--- config.mk ---
export PLATFORM = sky130hd
export DESIGN_NAME = heartbeat_peer_liveness_table
export DESIGN_NICKNAME = d
export VERILOG_FILES = /design/src/hdl/hbpl_pkg.sv /design/src/hdl/heartbeat_peer_liveness_table.sv /design/src/hdl/hbpl_ram.sv
export SDC_FILE = /design/constraint.sdc
export NUM_CORES = 2
export LEC_CHECK = 0
export BUFFER_PORTS_ARGS = -buffer_cell sky130_fd_sc_hd__buf_2
export CORE_UTILIZATION = 50
export DETAILED_ROUTE_END_ITERATION = 7
export GPL_ROUTABILITY_DRIVEN = 0
export PLACE_DENSITY = 0.68
export SKIP_CTS_REPAIR_TIMING = 1
export SLEW_MARGIN = 10
export SYNTH_ARGS = -nofsm -noshare
export SYNTH_HDL_FRONTEND = slang
export SYNTH_HIERARCHICAL = 1
export SYNTH_SLANG_ARGS = --single-unit
export TNS_END_PERCENT = 1
--- constraint.sdc ---
create_clock -name clock -period 6.95 [get_ports clock]
set_clock_uncertainty 0.1 [all_clocks]
set_input_delay 0.3475 -clock clock [delete_from_list [all_inputs] [get_ports clock]]
set_output_delay 0.3475 -clock clock [all_outputs]
set_load 0.01 [all_outputs]
--- src/hdl/hbpl_pkg.sv ---
// ----------------------------------------------------------------------------
// hbpl_pkg
// shared types and constants of the heartbeat peer liveness table
// ----------------------------------------------------------------------------
package hbpl_pkg;

   localparam int MAX_PEERS = 16;
   localparam int IDX_W     = (MAX_PEERS > 1) ? $clog2(MAX_PEERS) : 1;
   localparam int SCAN_W    = $clog2(MAX_PEERS + 1);
   localparam int CNT_W     = 5;
   localparam int TIME_W    = 32;
   localparam int ADDR_W    = 32;
   localparam int SUB_W     = 8;
   localparam int IVL_W     = 16;
   localparam int LIMIT_W   = IVL_W + 3;
   localparam int CSR_IDX_W = 2;
   localparam int CSR_DAT_W = 16;

   typedef enum logic [1:0] {
      OP_START  = 2'd0,
      OP_TICK   = 2'd1,
      OP_PACKET = 2'd2,
      OP_UNUSED = 2'd3
   } op_type;

   typedef enum logic [2:0] {
      ST_IDLE,
      ST_DECODE,
      ST_SCAN,
      ST_COMMIT,
      ST_DONE
   } state_type;

   localparam logic [CSR_IDX_W-1:0] CSR_INTERVAL = 2'd0;
   localparam logic [CSR_IDX_W-1:0] CSR_REQ_SUB  = 2'd1;
   localparam logic [CSR_IDX_W-1:0] CSR_RSP_SUB  = 2'd2;

   localparam logic [IVL_W-1:0] INTERVAL_RESET = 16'd1000;
   localparam logic [SUB_W-1:0] REQ_SUB_RESET  = 8'd0;
   localparam logic [SUB_W-1:0] RSP_SUB_RESET  = 8'd1;

   typedef struct packed {
      logic [ADDR_W-1:0] ip;
      logic [TIME_W-1:0] seen;
   } entry_type;

   localparam int ENTRY_W = $bits(entry_type);

endpackage

--- src/hdl/heartbeat_peer_liveness_table.sv ---
// ----------------------------------------------------------------------------
// heartbeat_peer_liveness_table
// peer table kept alive by heartbeats, with aging on each tick
// ----------------------------------------------------------------------------
// usage:
//  req_ channel carries one operation beat (start, tick or received packet)
//  with the current millisecond time; rsp_ returns exactly one result beat
//  per request with the send flags and the peer count after the step.
//  csr_ channel writes interval, request subtype and response subtype; it is
//  always ready; the user must see that it is only written while no request
//  is in flight, which nothing in the block enforces. start, request packets,
//  unknown subtypes and unused operations pass decode and done; ticks add a
//  sweep over the 16-entry peer ram and response packets a sweep and a
//  commit step; the sweep reads one entry per cycle through its single read
//  port and one shared compare unit.
//  one request is in work at a time; req_ready is high only when idle, so a
//  new request is accepted only after the last one's result is loaded.
// reset:
//  synchronous, active high; clears all valid bits, the peer count, the last
//  heartbeat time and loads the register defaults. no clearing pass.
// stall:
//  a finished result waits in the output register; the next request is
//  accepted meanwhile and its result holds until the pending beat is taken.
// ----------------------------------------------------------------------------
module heartbeat_peer_liveness_table (
   input  logic                            clock,
   input  logic                            reset,
   input  logic                            req_valid,
   output logic                            req_ready,
   input  logic [1:0]                      req_operation,
   input  logic [hbpl_pkg::TIME_W-1:0]     req_time_ms,
   input  logic [hbpl_pkg::SUB_W-1:0]      req_packet_subtype,
   input  logic [hbpl_pkg::ADDR_W-1:0]     req_peer_address,
   input  logic                            req_visible,
   output logic                            rsp_valid,
   input  logic                            rsp_ready,
   output logic                            rsp_send_request,
   output logic                            rsp_send_heartbeat,
   output logic                            rsp_send_device_list,
   output logic                            rsp_handled,
   output logic                            rsp_new_peer,
   output logic                            rsp_table_full,
   output logic [hbpl_pkg::CNT_W-1:0]      rsp_active_count,
   input  logic                            csr_valid,
   output logic                            csr_ready,
   input  logic [hbpl_pkg::CSR_IDX_W-1:0]  csr_index,
   input  logic [hbpl_pkg::CSR_DAT_W-1:0]  csr_data
);

   localparam int MP    = hbpl_pkg::MAX_PEERS;
   localparam int IW    = hbpl_pkg::IDX_W;
   localparam int SW    = hbpl_pkg::SCAN_W;
   localparam int TW    = hbpl_pkg::TIME_W;

   hbpl_pkg::state_type state_ff, state_in;

   // configuration
   logic [hbpl_pkg::IVL_W-1:0]   interval_ff;
   logic [hbpl_pkg::SUB_W-1:0]   req_sub_ff;
   logic [hbpl_pkg::SUB_W-1:0]   rsp_sub_ff;

   // latched request
   hbpl_pkg::op_type             op_ff;
   logic [TW-1:0]                now_ff;
   logic [hbpl_pkg::SUB_W-1:0]   sub_ff;
   logic [hbpl_pkg::ADDR_W-1:0]  addr_ff;
   logic                         vis_ff;

   // table state
   logic [MP-1:0]                valid_ff, valid_in;
   logic [SW-1:0]                cnt_ff, cnt_in;
   logic [TW-1:0]                last_hb_ff, last_hb_in;

   // sweep
   logic [SW-1:0]                rd_idx_ff, rd_idx_in;
   logic                         ev_valid_ff;
   logic [IW-1:0]                ev_idx_ff;
   logic                         hit_ff, hit_in;
   logic [IW-1:0]                hit_idx_ff, hit_idx_in;
   logic                         free_ff, free_in;
   logic [IW-1:0]                free_idx_ff, free_idx_in;

   // result flags
   logic req_f_ff, req_f_in;
   logic hb_f_ff, hb_f_in;
   logic list_f_ff, list_f_in;
   logic hand_f_ff, hand_f_in;
   logic new_f_ff, new_f_in;
   logic full_f_ff, full_f_in;

   logic                         rsp_valid_ff;
   logic                         rsp_load;

   // fsm and ram control
   logic                         accept;
   logic                         scan_issue;
   logic                         last_ev;
   logic                         ram_we;
   logic [IW-1:0]                ram_wa;
   hbpl_pkg::entry_type          ram_wd;
   hbpl_pkg::entry_type          ram_rd;
   logic [hbpl_pkg::ENTRY_W-1:0] ram_rd_bits;

   // shared compare unit
   logic [TW-1:0]                age;
   logic [hbpl_pkg::LIMIT_W-1:0] limit;
   logic                         expired;
   logic                         ent_valid;

   assign accept  = req_valid && req_ready;
   assign last_ev = ev_valid_ff && (ev_idx_ff == IW'(MP - 1));
   assign ram_rd  = hbpl_pkg::entry_type'(ram_rd_bits);

   assign ent_valid = valid_ff[ev_idx_ff];
   assign age       = now_ff - ram_rd.seen;
   assign limit     = {3'b000, interval_ff} + {1'b0, interval_ff, 2'b00};
   assign expired   = ent_valid &&
                      ({1'b0, age, 1'b0} > {(TW + 2 - hbpl_pkg::LIMIT_W)'(0), limit});

   hbpl_ram #(
      .WIDTH (hbpl_pkg::ENTRY_W),
      .DEPTH (MP)
   ) u_peer_ram (
      .clock   (clock),
      .wr_en   (ram_we),
      .wr_addr (ram_wa),
      .wr_data (ram_wd),
      .rd_addr (rd_idx_ff[IW-1:0]),
      .rd_data (ram_rd_bits)
   );

   // next state
   always_comb begin
      state_in = state_ff;
      unique case (state_ff)
         hbpl_pkg::ST_IDLE: begin
            if (accept) state_in = hbpl_pkg::ST_DECODE;
         end
         hbpl_pkg::ST_DECODE: begin
            state_in = hbpl_pkg::ST_DONE;
            if (op_ff == hbpl_pkg::OP_TICK) begin
               state_in = hbpl_pkg::ST_SCAN;
            end else if (op_ff == hbpl_pkg::OP_PACKET && sub_ff != req_sub_ff &&
                         sub_ff == rsp_sub_ff) begin
               state_in = hbpl_pkg::ST_SCAN;
            end
         end
         hbpl_pkg::ST_SCAN: begin
            if (last_ev) begin
               state_in = (op_ff == hbpl_pkg::OP_TICK) ? hbpl_pkg::ST_DONE
                                                        : hbpl_pkg::ST_COMMIT;
            end
         end
         hbpl_pkg::ST_COMMIT: state_in = hbpl_pkg::ST_DONE;
         hbpl_pkg::ST_DONE: begin
            if (rsp_load) state_in = hbpl_pkg::ST_IDLE;
         end
         default: state_in = hbpl_pkg::ST_IDLE;
      endcase
   end

   // fsm outputs
   always_comb begin
      req_ready  = (state_ff == hbpl_pkg::ST_IDLE);
      scan_issue = (state_ff == hbpl_pkg::ST_SCAN) && (rd_idx_ff < SW'(MP));
      ram_we     = (state_ff == hbpl_pkg::ST_COMMIT) && (hit_ff || free_ff);
      rsp_load   = (state_ff == hbpl_pkg::ST_DONE) && (!rsp_valid_ff || rsp_ready);
   end

   // datapath
   always_comb begin
      valid_in    = valid_ff;
      cnt_in      = cnt_ff;
      last_hb_in  = last_hb_ff;
      rd_idx_in   = rd_idx_ff;
      hit_in      = hit_ff;
      hit_idx_in  = hit_idx_ff;
      free_in     = free_ff;
      free_idx_in = free_idx_ff;
      req_f_in    = req_f_ff;
      hb_f_in     = hb_f_ff;
      list_f_in   = list_f_ff;
      hand_f_in   = hand_f_ff;
      new_f_in    = new_f_ff;
      full_f_in   = full_f_ff;
      ram_wa      = hit_ff ? hit_idx_ff : free_idx_ff;
      ram_wd.ip   = addr_ff;
      ram_wd.seen = now_ff;

      if (accept) begin
         req_f_in  = 1'b0;
         hb_f_in   = 1'b0;
         list_f_in = 1'b0;
         hand_f_in = 1'b0;
         new_f_in  = 1'b0;
         full_f_in = 1'b0;
         hit_in    = 1'b0;
         free_in   = 1'b0;
         rd_idx_in = '0;
      end

      unique case (state_ff)
         hbpl_pkg::ST_DECODE: begin
            unique case (op_ff)
               hbpl_pkg::OP_START: begin
                  last_hb_in = now_ff - {(TW - hbpl_pkg::IVL_W)'(0), interval_ff};
                  req_f_in   = 1'b1;
               end
               hbpl_pkg::OP_TICK: begin
                  if (vis_ff && ((now_ff - last_hb_ff) >
                                 {(TW - hbpl_pkg::IVL_W)'(0), interval_ff})) begin
                     hb_f_in    = 1'b1;
                     last_hb_in = now_ff;
                  end
               end
               hbpl_pkg::OP_PACKET: begin
                  if (sub_ff == req_sub_ff) begin
                     hb_f_in   = 1'b1;
                     hand_f_in = 1'b1;
                  end else if (sub_ff == rsp_sub_ff) begin
                     hand_f_in = 1'b1;
                  end
               end
               default: begin
               end
            endcase
         end
         hbpl_pkg::ST_SCAN: begin
            if (scan_issue) rd_idx_in = rd_idx_ff + SW'(1);
            if (ev_valid_ff) begin
               if (op_ff == hbpl_pkg::OP_TICK) begin
                  if (expired) begin
                     valid_in[ev_idx_ff] = 1'b0;
                     cnt_in              = cnt_ff - SW'(1);
                     list_f_in           = 1'b1;
                  end
               end else begin
                  if (ent_valid && !hit_ff && ram_rd.ip == addr_ff) begin
                     hit_in     = 1'b1;
                     hit_idx_in = ev_idx_ff;
                  end
                  if (!ent_valid && !free_ff) begin
                     free_in     = 1'b1;
                     free_idx_in = ev_idx_ff;
                  end
               end
            end
         end
         hbpl_pkg::ST_COMMIT: begin
            if (!hit_ff) begin
               new_f_in = 1'b1;
               if (free_ff) begin
                  valid_in[free_idx_ff] = 1'b1;
                  cnt_in                = cnt_ff + SW'(1);
                  list_f_in             = 1'b1;
               end else begin
                  full_f_in = 1'b1;
               end
            end
         end
         default: begin
         end
      endcase
   end

   always_ff @(posedge clock) begin
      if (reset) begin
         state_ff     <= hbpl_pkg::ST_IDLE;
         interval_ff  <= hbpl_pkg::INTERVAL_RESET;
         req_sub_ff   <= hbpl_pkg::REQ_SUB_RESET;
         rsp_sub_ff   <= hbpl_pkg::RSP_SUB_RESET;
         valid_ff     <= '0;
         cnt_ff       <= '0;
         last_hb_ff   <= '0;
         rd_idx_ff    <= '0;
         ev_valid_ff  <= 1'b0;
         rsp_valid_ff <= 1'b0;
      end else begin
         state_ff    <= state_in;
         valid_ff    <= valid_in;
         cnt_ff      <= cnt_in;
         last_hb_ff  <= last_hb_in;
         rd_idx_ff   <= rd_idx_in;
         ev_valid_ff <= scan_issue;
         if (csr_valid && csr_ready) begin
            unique case (csr_index)
               hbpl_pkg::CSR_INTERVAL: interval_ff <= csr_data;
               hbpl_pkg::CSR_REQ_SUB:  req_sub_ff  <= csr_data[hbpl_pkg::SUB_W-1:0];
               hbpl_pkg::CSR_RSP_SUB:  rsp_sub_ff  <= csr_data[hbpl_pkg::SUB_W-1:0];
               default: begin
               end
            endcase
         end
         if (rsp_load) begin
            rsp_valid_ff <= 1'b1;
         end else if (rsp_ready) begin
            rsp_valid_ff <= 1'b0;
         end
      end
   end

   // payload registers
   always_ff @(posedge clock) begin
      if (accept) begin
         op_ff   <= hbpl_pkg::op_type'(req_operation);
         now_ff  <= req_time_ms;
         sub_ff  <= req_packet_subtype;
         addr_ff <= req_peer_address;
         vis_ff  <= req_visible;
      end
      ev_idx_ff   <= rd_idx_ff[IW-1:0];
      hit_ff      <= hit_in;
      hit_idx_ff  <= hit_idx_in;
      free_ff     <= free_in;
      free_idx_ff <= free_idx_in;
      req_f_ff    <= req_f_in;
      hb_f_ff     <= hb_f_in;
      list_f_ff   <= list_f_in;
      hand_f_ff   <= hand_f_in;
      new_f_ff    <= new_f_in;
      full_f_ff   <= full_f_in;
      if (rsp_load) begin
         rsp_send_request     <= req_f_ff;
         rsp_send_heartbeat   <= hb_f_ff;
         rsp_send_device_list <= list_f_ff;
         rsp_handled          <= hand_f_ff;
         rsp_new_peer         <= new_f_ff;
         rsp_table_full       <= full_f_ff;
         rsp_active_count     <= hbpl_pkg::CNT_W'(cnt_ff);
      end
   end

   assign rsp_valid = rsp_valid_ff;
   assign csr_ready = 1'b1;

endmodule

--- src/hdl/hbpl_ram.sv ---
// ----------------------------------------------------------------------------
// hbpl_ram
// generic single write port ram with registered read
// ----------------------------------------------------------------------------
module hbpl_ram #(
   parameter int WIDTH = 64,
   parameter int DEPTH = 16
) (
   input  logic                                      clock,
   input  logic                                      wr_en,
   input  logic [((DEPTH > 1) ? $clog2(DEPTH) : 1)-1:0] wr_addr,
   input  logic [WIDTH-1:0]                          wr_data,
   input  logic [((DEPTH > 1) ? $clog2(DEPTH) : 1)-1:0] rd_addr,
   output logic [WIDTH-1:0]                          rd_data
);

   logic [WIDTH-1:0] mem_ff [DEPTH];

   always_ff @(posedge clock) begin
      if (wr_en) begin
         mem_ff[wr_addr] <= wr_data;
      end
      rd_data <= mem_ff[rd_addr];
   end

endmodule

Word-level counts from Yosys, hierarchy flattened
Memory sizes are Yosys's and may differ from the RTL's. A register that Yosys moved wholly into a read port is not among the register bits.
Cells that the tools add are included.
{"block": "word_totals", "ff_bits": 201, "mem_bits_rw": 1024, "input_bits": 98, "output_inout_bits": 14, "wordCells": 180, "n_memories": 1}
{"block": "classes", "addsub": 7, "magnitude_cmp": 7, "n_eq_ne": 22, "mux": 72, "bitwise_logic": 4, "reduce_logical": 34}
{"name": "u_peer_ram.mem_ff", "words": 16, "word_bits": 64, "read_ports": 1, "rd_clocked_by_memory_dff": 1, "wr": 1, "line_no": "hbpl_ram.sv:17", "text": "logic [WIDTH-1:0] mem_ff [DEPTH];"}
{"cell": "2-to-1 mux 16 bit", "count": 5}
{"cell": "case mux 32 bit (2 select lines)", "count": 1}
{"cell": "subtractor 32 bit", "count": 2}
{"cell": "2-to-1 mux 1 bit", "count": 42}
{"cell": "2-to-1 mux 5 bit", "count": 8}
{"cell": "> comparator 33 x 19 -> 1 bit", "count": 1}
{"cell": "equality test 32 bit", "count": 1}
{"cell": "> comparator 32 x 16 -> 1 bit", "count": 1}
{"cell": "2-to-1 mux 32 bit", "count": 1}
{"cell": "case mux 16 bit (2 select lines)", "count": 1}
{"cell": "subtractor 32 x 16 -> 32 bit", "count": 1}
{"cell": "adder 16 x 18 -> 19 bit", "count": 1}
{"cell": "2-to-1 mux 3 bit", "count": 6}
{"cell": "AND 16 bit", "count": 1}
{"cell": "equality test 8 bit", "count": 2}
{"cell": "NOT 16 bit", "count": 1}
{"cell": "bitwise OR 16 bit", "count": 1}
{"cell": "case mux 3 bit (5 select lines)", "count": 1}
{"cell": "logical AND 1 bit", "count": 14}
{"cell": "inequality test 2 bit (second input constant)", "count": 7}
{"cell": "adder 5 x 1 -> 5 bit (second input constant)", "count": 2}
{"cell": "less-than comparator 4 x 5 -> 1 bit (second input constant)", "count": 2}
{"cell": "case mux 5 bit (2 select lines)", "count": 1}
{"cell": "demux 1 bit (select 4 bit)", "count": 2}
{"cell": "other kinds (24)", "count": 41}

Logic depth before layout (Yosys ltp)
{"block": "logic_depth", "word_depth": 10, "mapped_depth": 25, "ltp_nobuf": 24}

Modules after synthesis
The synthesis kept the hierarchy.
{"mod": "hbpl_ram", "instances": 1, "cells_each": 1647, "area_each_um2": 39581.7, "seq_area_each_um2": 32030.7}
{"mod": "heartbeat_peer_liveness_table", "instances": 1, "cells_each": 1707, "area_each_um2": 15015.7, "seq_area_each_um2": 4964.8}

Worst setup path before layout
No wires, ideal clock.
{"block": "synth_path", "kind": "reg2reg", "from": "register state_ff[1]", "to": "memory u_peer_ram.mem_ff[0][0], enable pin", "setup_ns": 0.565, "arrival_ns": 5.958, "t_required_ns": 6.285, "path_slack_ns": 0.328, "path_stages_with_launch": 6, "path_buffers": 1, "synth_period_minus_slack_ns": 6.622, "path_cell_list": "dfxtp_1 > clkbuf_1 > nand3b_1 > nor2_1 > or3b_2 > nor3_1"}
{"block": "synth_via", "elab_chain_len": 4}
{"element": "start: declaration", "line_no": "heartbeat_peer_liveness_table.sv:55", "text": "hbpl_pkg::state_type state_ff, state_in;"}
{"element": "start signal: assignment", "line_no": "heartbeat_peer_liveness_table.sv:268", "text": "state_ff <= hbpl_pkg::ST_IDLE;"}
{"element": "start signal: assignment", "line_no": "heartbeat_peer_liveness_table.sv:279", "text": "state_ff <= state_in;"}
{"element": "equality test 3 x 2 -> 1 bit", "line_no": "heartbeat_peer_liveness_table.sv:166", "text": "ram_we = (state_ff == hbpl_pkg::ST_COMMIT) && (hit_ff || free_ff);"}
{"element": "logical AND 1 bit", "line_no": "heartbeat_peer_liveness_table.sv:166"}
{"element": "net ram_we", "line_no": "heartbeat_peer_liveness_table.sv:98", "text": "logic ram_we;"}
{"element": "2-to-1 mux 1 bit", "line_no": "hbpl_ram.sv:20", "text": "if (wr_en) begin"}
{"element": "2-to-1 mux 1 bit (implied by the code)", "line_no": "hbpl_ram.sv:21", "text": "mem_ff[wr_addr] <= wr_data;"}
{"element": "end: declaration", "line_no": "hbpl_ram.sv:17"}
The timed path passes the listed nets, and every way through them passes these cells.

Final worst setup path
{"block": "layout_path", "from": "register now_ff[0]", "to": "register last_hb_ff[30]"}
{"block": "layout_via", "elab_chain_len": 5, "elab_cells_between_ends": 7, "cone_classes": "2 x add/sub; 1 x order compare; 1 x eq/ne; 1 x mux; 2 x reduce/logical"}
{"element": "start: declaration", "line_no": "heartbeat_peer_liveness_table.sv:64", "text": "logic [TW-1:0] now_ff;"}
{"element": "start signal: assignment", "line_no": "heartbeat_peer_liveness_table.sv:306", "text": "now_ff <= req_time_ms;"}
{"element": "subtractor 32 bit", "line_no": "heartbeat_peer_liveness_table.sv:210", "text": "if (vis_ff && ((now_ff - last_hb_ff) >"}
{"element": "> comparator 32 x 16 -> 1 bit", "line_no": "heartbeat_peer_liveness_table.sv:210"}
{"element": "logical AND 1 bit", "line_no": "heartbeat_peer_liveness_table.sv:210"}
{"element": "inequality test 2 x 1 -> 1 bit (no line)"}
{"element": "AND reduction 3 bit (no line)"}
{"element": "end signal: assignment", "line_no": "heartbeat_peer_liveness_table.sv:282", "text": "last_hb_ff <= last_hb_in;"}
{"element": "end: declaration", "line_no": "heartbeat_peer_liveness_table.sv:72", "text": "logic [TW-1:0] last_hb_ff, last_hb_in;"}
Several ways; a longest one is shown, not always the timed one.
A chain may end at the register's enable or synchronous reset.

==> implementation parameters <==
Parameter                              Value

Timing
  Final Hold Violating Endpoints    0
  Fraction of the cycle the final worst path needs    91.0%
  Max-slew violations    0
  Total of endpoints with negative setup slack in the final report    0
  Min Tclk post-route    6320 ps
  Max Clock Freq    158 MHz
  Unrepaired setup endpoints after global routing    no
  Remaining max-slew budget at the tightest pin    22.5%
  Setup TNS    0 ps
  Slew at the pin closest to its max-slew limit    1160 ps

Min path
  Hold Crit Class    in -> reg

Route
  Vias after detailed routing    31500
  DRT Wirelength    132000 um
  Via density    6.16
  DRT Pass-1 Iters    7
  Routed WL per cell    25.8 um
  DRC Markers    0
  Antenna Violating Nets Remaining    0
  Number of DRC violations after detailed-routing iteration 0    3008

Clock network
  Clock net sink count    1289
  Total clock buffers created by CTS    132
  Library cell used as clock root buffer    sky130_fd_sc_hd__clkbuf_16
  Maximum number of buffers from clock root to sink    3
  Maximum level of the CTS H-tree    4
  Later-pin clock latency in the skew report    740 ps
  CTS tree    yes
  Clock slew at reported path FFs    60 ps

Global route
  GRT Util Overall    24.0%
  Wire length of the first global-routing pass    198000 um
  Maximum number of pins on one net before global-route repair    118
  Overall overflow remaining after global route    0
  Number of global-route vias before repair    31200
  Number of antenna violations at the first check in global routing    0

Power and ir drop
  Combinational Power Share    9.8%
  Cell internal power dissipation    13300 uW
  Sequential share of power    50.9%
  NetSw    4140 uW
  Pwr Density    281 nW/um2
  VDD IR-drop max    0.250 mV
  Relative contribution of the clock network to total power    39.3%
  Switch share    23.8%
  Static leakage power    0.0205 uW

Logic synthesis
  Syn avg cell area    16.3 um2
  Post-Syn Area    54600 um2
  Post-synthesis cell count    3354
  Top-area cell type share of the netlist area    61.5%
  Synth async-reset ratio    0%
  Yosys top cell by area    sky130_fd_sc_hd__edfxtp_1
  Top cells by area in the synthesized netlist    sky130_fd_sc_hd__edfxtp_1 61%, sky130_fd_sc_hd__mux4_2 11%, sky130_fd_sc_hd__dfxtp_1 6.3%
  Number of nets produced by synthesis    3590
  Count of synthesis-stage warnings from yosys    6
  Yosys cell types    98
  Number of synthesized flops with an enable pin    1118
  Flip-flop and latch count after synthesis    1289
  Dominant register cell in the synthesized netlist    sky130_fd_sc_hd__edfxtp_1
  Sequential fraction of the synthesis area    67.8%

Setup path
  Top Family by Delay on Critical Path    compound AO/OA/AOI/OAI gates
  Bufs and invs on worst path    4
  Maximum fanout along the worst path    21
  Worst endpoint data arrival time    6850 ps
  Slowest stage cell on the critical path    sky130_fd_sc_hd__edfxtp_1
  CP peak stage delay    640 ps
  Startpoint class of the critical path    flip-flop
  Critical Path RT    7470 ps
  Type of the worst setup path    reg -> reg
  Crit path capture type    flip-flop

Job
  Reported max-cap violation count    0

Floorplan
  Die footprint    111000 um2
  Floorplan core area    108000 um2
  Chip Height    332 um
  Std cell rows    120
  Initial core utilization    50.7%
  X dimension of the die    332 um
  Number of top-level design ports    112

Place
  Count of port buffers added during placement    110
  Post-Place Cell Area    56900 um2
  Instance count after placement with tap cells included    4785
  HPWL after DPL    75200 um

Final layout
  Final Instance Area    62000 um2
  Count of antenna diodes in the layout    0
  Post-route insts no fill    5118
  Fraction of final layout cells with drive strength greater than 1    18.8%
  Layout Area Growth over Synthesis    13.6%
  Net total in the final layout    3846

Status
  Status    completed
==> power groups by stage <==
stage | Clock, uW | Sequential (uW) | Combinational [uW]
3_3_place_gp | 0 | 9030 | 1620
2_1_floorplan | 0 | 8990 | 1120
4_1_cts | 6960 | 8870 | 1640
5_1_grt | 7230 | 8900 | 1860
3_5_place_dp | 0 | 9040 | 1630
6_report | 6860 | 8870 | 1700
==> worst paths after layout <==
kind | startpoint | endpoint | slack [ps] | depth (start not counted)
setup reg to reg | now_ff[0] | last_hb_ff[30] | 630 | 26
setup / recovery | now_ff[0] | last_hb_ff[30] | 630 | 26
hold reg to reg | list_f_ff | rsp_send_device_list | 340 | 0
hold / removal | csr_index[0] | interval_ff[14] | 80 | 5
==> cell families after synthesis <==
logic type / after synthesis / synth area share (%)
flip-flops: 1289 / 67.8
adder cells (fa/ha/maj): 138 / 3.23
multiplexers: 296 / 11.4
XOR/XNOR: 125 / 2.01
AO/OA/AOI/OAI: 612 / 7.70
other: 1 / 0.00687
buffers and inverters: 274 / 2.30
AND/OR/NAND/NOR: 619 / 5.58
==> registers in the layout (all words and copies together) (netlist names), 8 cells and up <==
register,count
u_peer_ram/mem_ff,1024
u_peer_ram/rd_data,64
addr_ff,32
last_hb_ff,32
now_ff,32
interval_ff,16
valid_ff,16
req_sub_ff,8
rsp_sub_ff,8
sub_ff,8
==> per-stage QoR <==
step	setup WS (ps)	hold WS [ps]	total power, uW	util, %
5_1_grt	131	84.8	18000	57.6
6_report	627	82.0	17400	57.6
4_1_cts	668	-355	17500	56.7
3_3_place_gp	766	320	10600	52.8
3_5_place_dp	695	322	10700	52.8
2_1_floorplan	328	288	10100	-
==> layer usage <==
metal  vias up  GRT usage, %  share of wire [%]
li1      13900             -                  -
met3       215          3.88                7.2
met1     16100          33.9                 42
met2      1259          38.6                 48
met5         -             0                  0
met4         0          6.74                2.4
==> final cells by class <==
class                      count  area, um2
clock inverter                50        472
sequential                  1289      37000
inverter                     119        449
timing repair buffer         277       2080
multi-input combinational   1791      16500
fill                        8027      45700
tap                         1403       1760
clock buffer                 189       3720
==> cell usage in the layout (no fill, tap or decap), drive strengths merged, types with 39 or more instances in the layout <==
master / instances
nand2: 203
a22oi: 129
mux4: 261
edfxtp: 1118
nand4: 48
a21oi: 143
clkinv: 39
o21ai: 73
nor3: 47
ha: 133
o211ai: 47
dlygate4sd3: 94
xor2: 64
xnor2: 61
dfxtp: 171
buf: 183
nor2: 128
inv: 122
nand3: 50
clkbuf: 189
==> cell usage after synthesis, types with 17 or more instances <==
master / instances
sky130_fd_sc_hd__a211oi_1: 20
sky130_fd_sc_hd__a21oi_1: 143
sky130_fd_sc_hd__nor4_1: 21
sky130_fd_sc_hd__nor2b_1: 17
sky130_fd_sc_hd__xnor2_1: 61
sky130_fd_sc_hd__mux2i_1: 29
sky130_fd_sc_hd__o21ai_0: 72
sky130_fd_sc_hd__nand3_1: 50
sky130_fd_sc_hd__nand4_1: 48
sky130_fd_sc_hd__a21o_1: 32
sky130_fd_sc_hd__edfxtp_1: 1118
sky130_fd_sc_hd__buf_1: 20
sky130_fd_sc_hd__mux4_2: 261
sky130_fd_sc_hd__xor2_1: 64
sky130_fd_sc_hd__nor2_1: 128
sky130_fd_sc_hd__o211ai_1: 46
sky130_fd_sc_hd__inv_1: 118
sky130_fd_sc_hd__a22oi_1: 129
sky130_fd_sc_hd__dfxtp_1: 171
sky130_fd_sc_hd__o31ai_1: 21
sky130_fd_sc_hd__nand2_1: 203
sky130_fd_sc_hd__clkbuf_1: 86
sky130_fd_sc_hd__ha_1: 133
sky130_fd_sc_hd__nand2b_1: 21
sky130_fd_sc_hd__nor3_1: 45
sky130_fd_sc_hd__buf_2: 20
==> worst min-delay path, stage by stage <==
cell and delay [ps]:
sky130_fd_sc_hd__buf_2 110, sky130_fd_sc_hd__nor3b_2 50, sky130_fd_sc_hd__buf_4 210, sky130_fd_sc_hd__nand2_1 90, sky130_fd_sc_hd__a21oi_1 50
(Power assumes the default switching activity.)
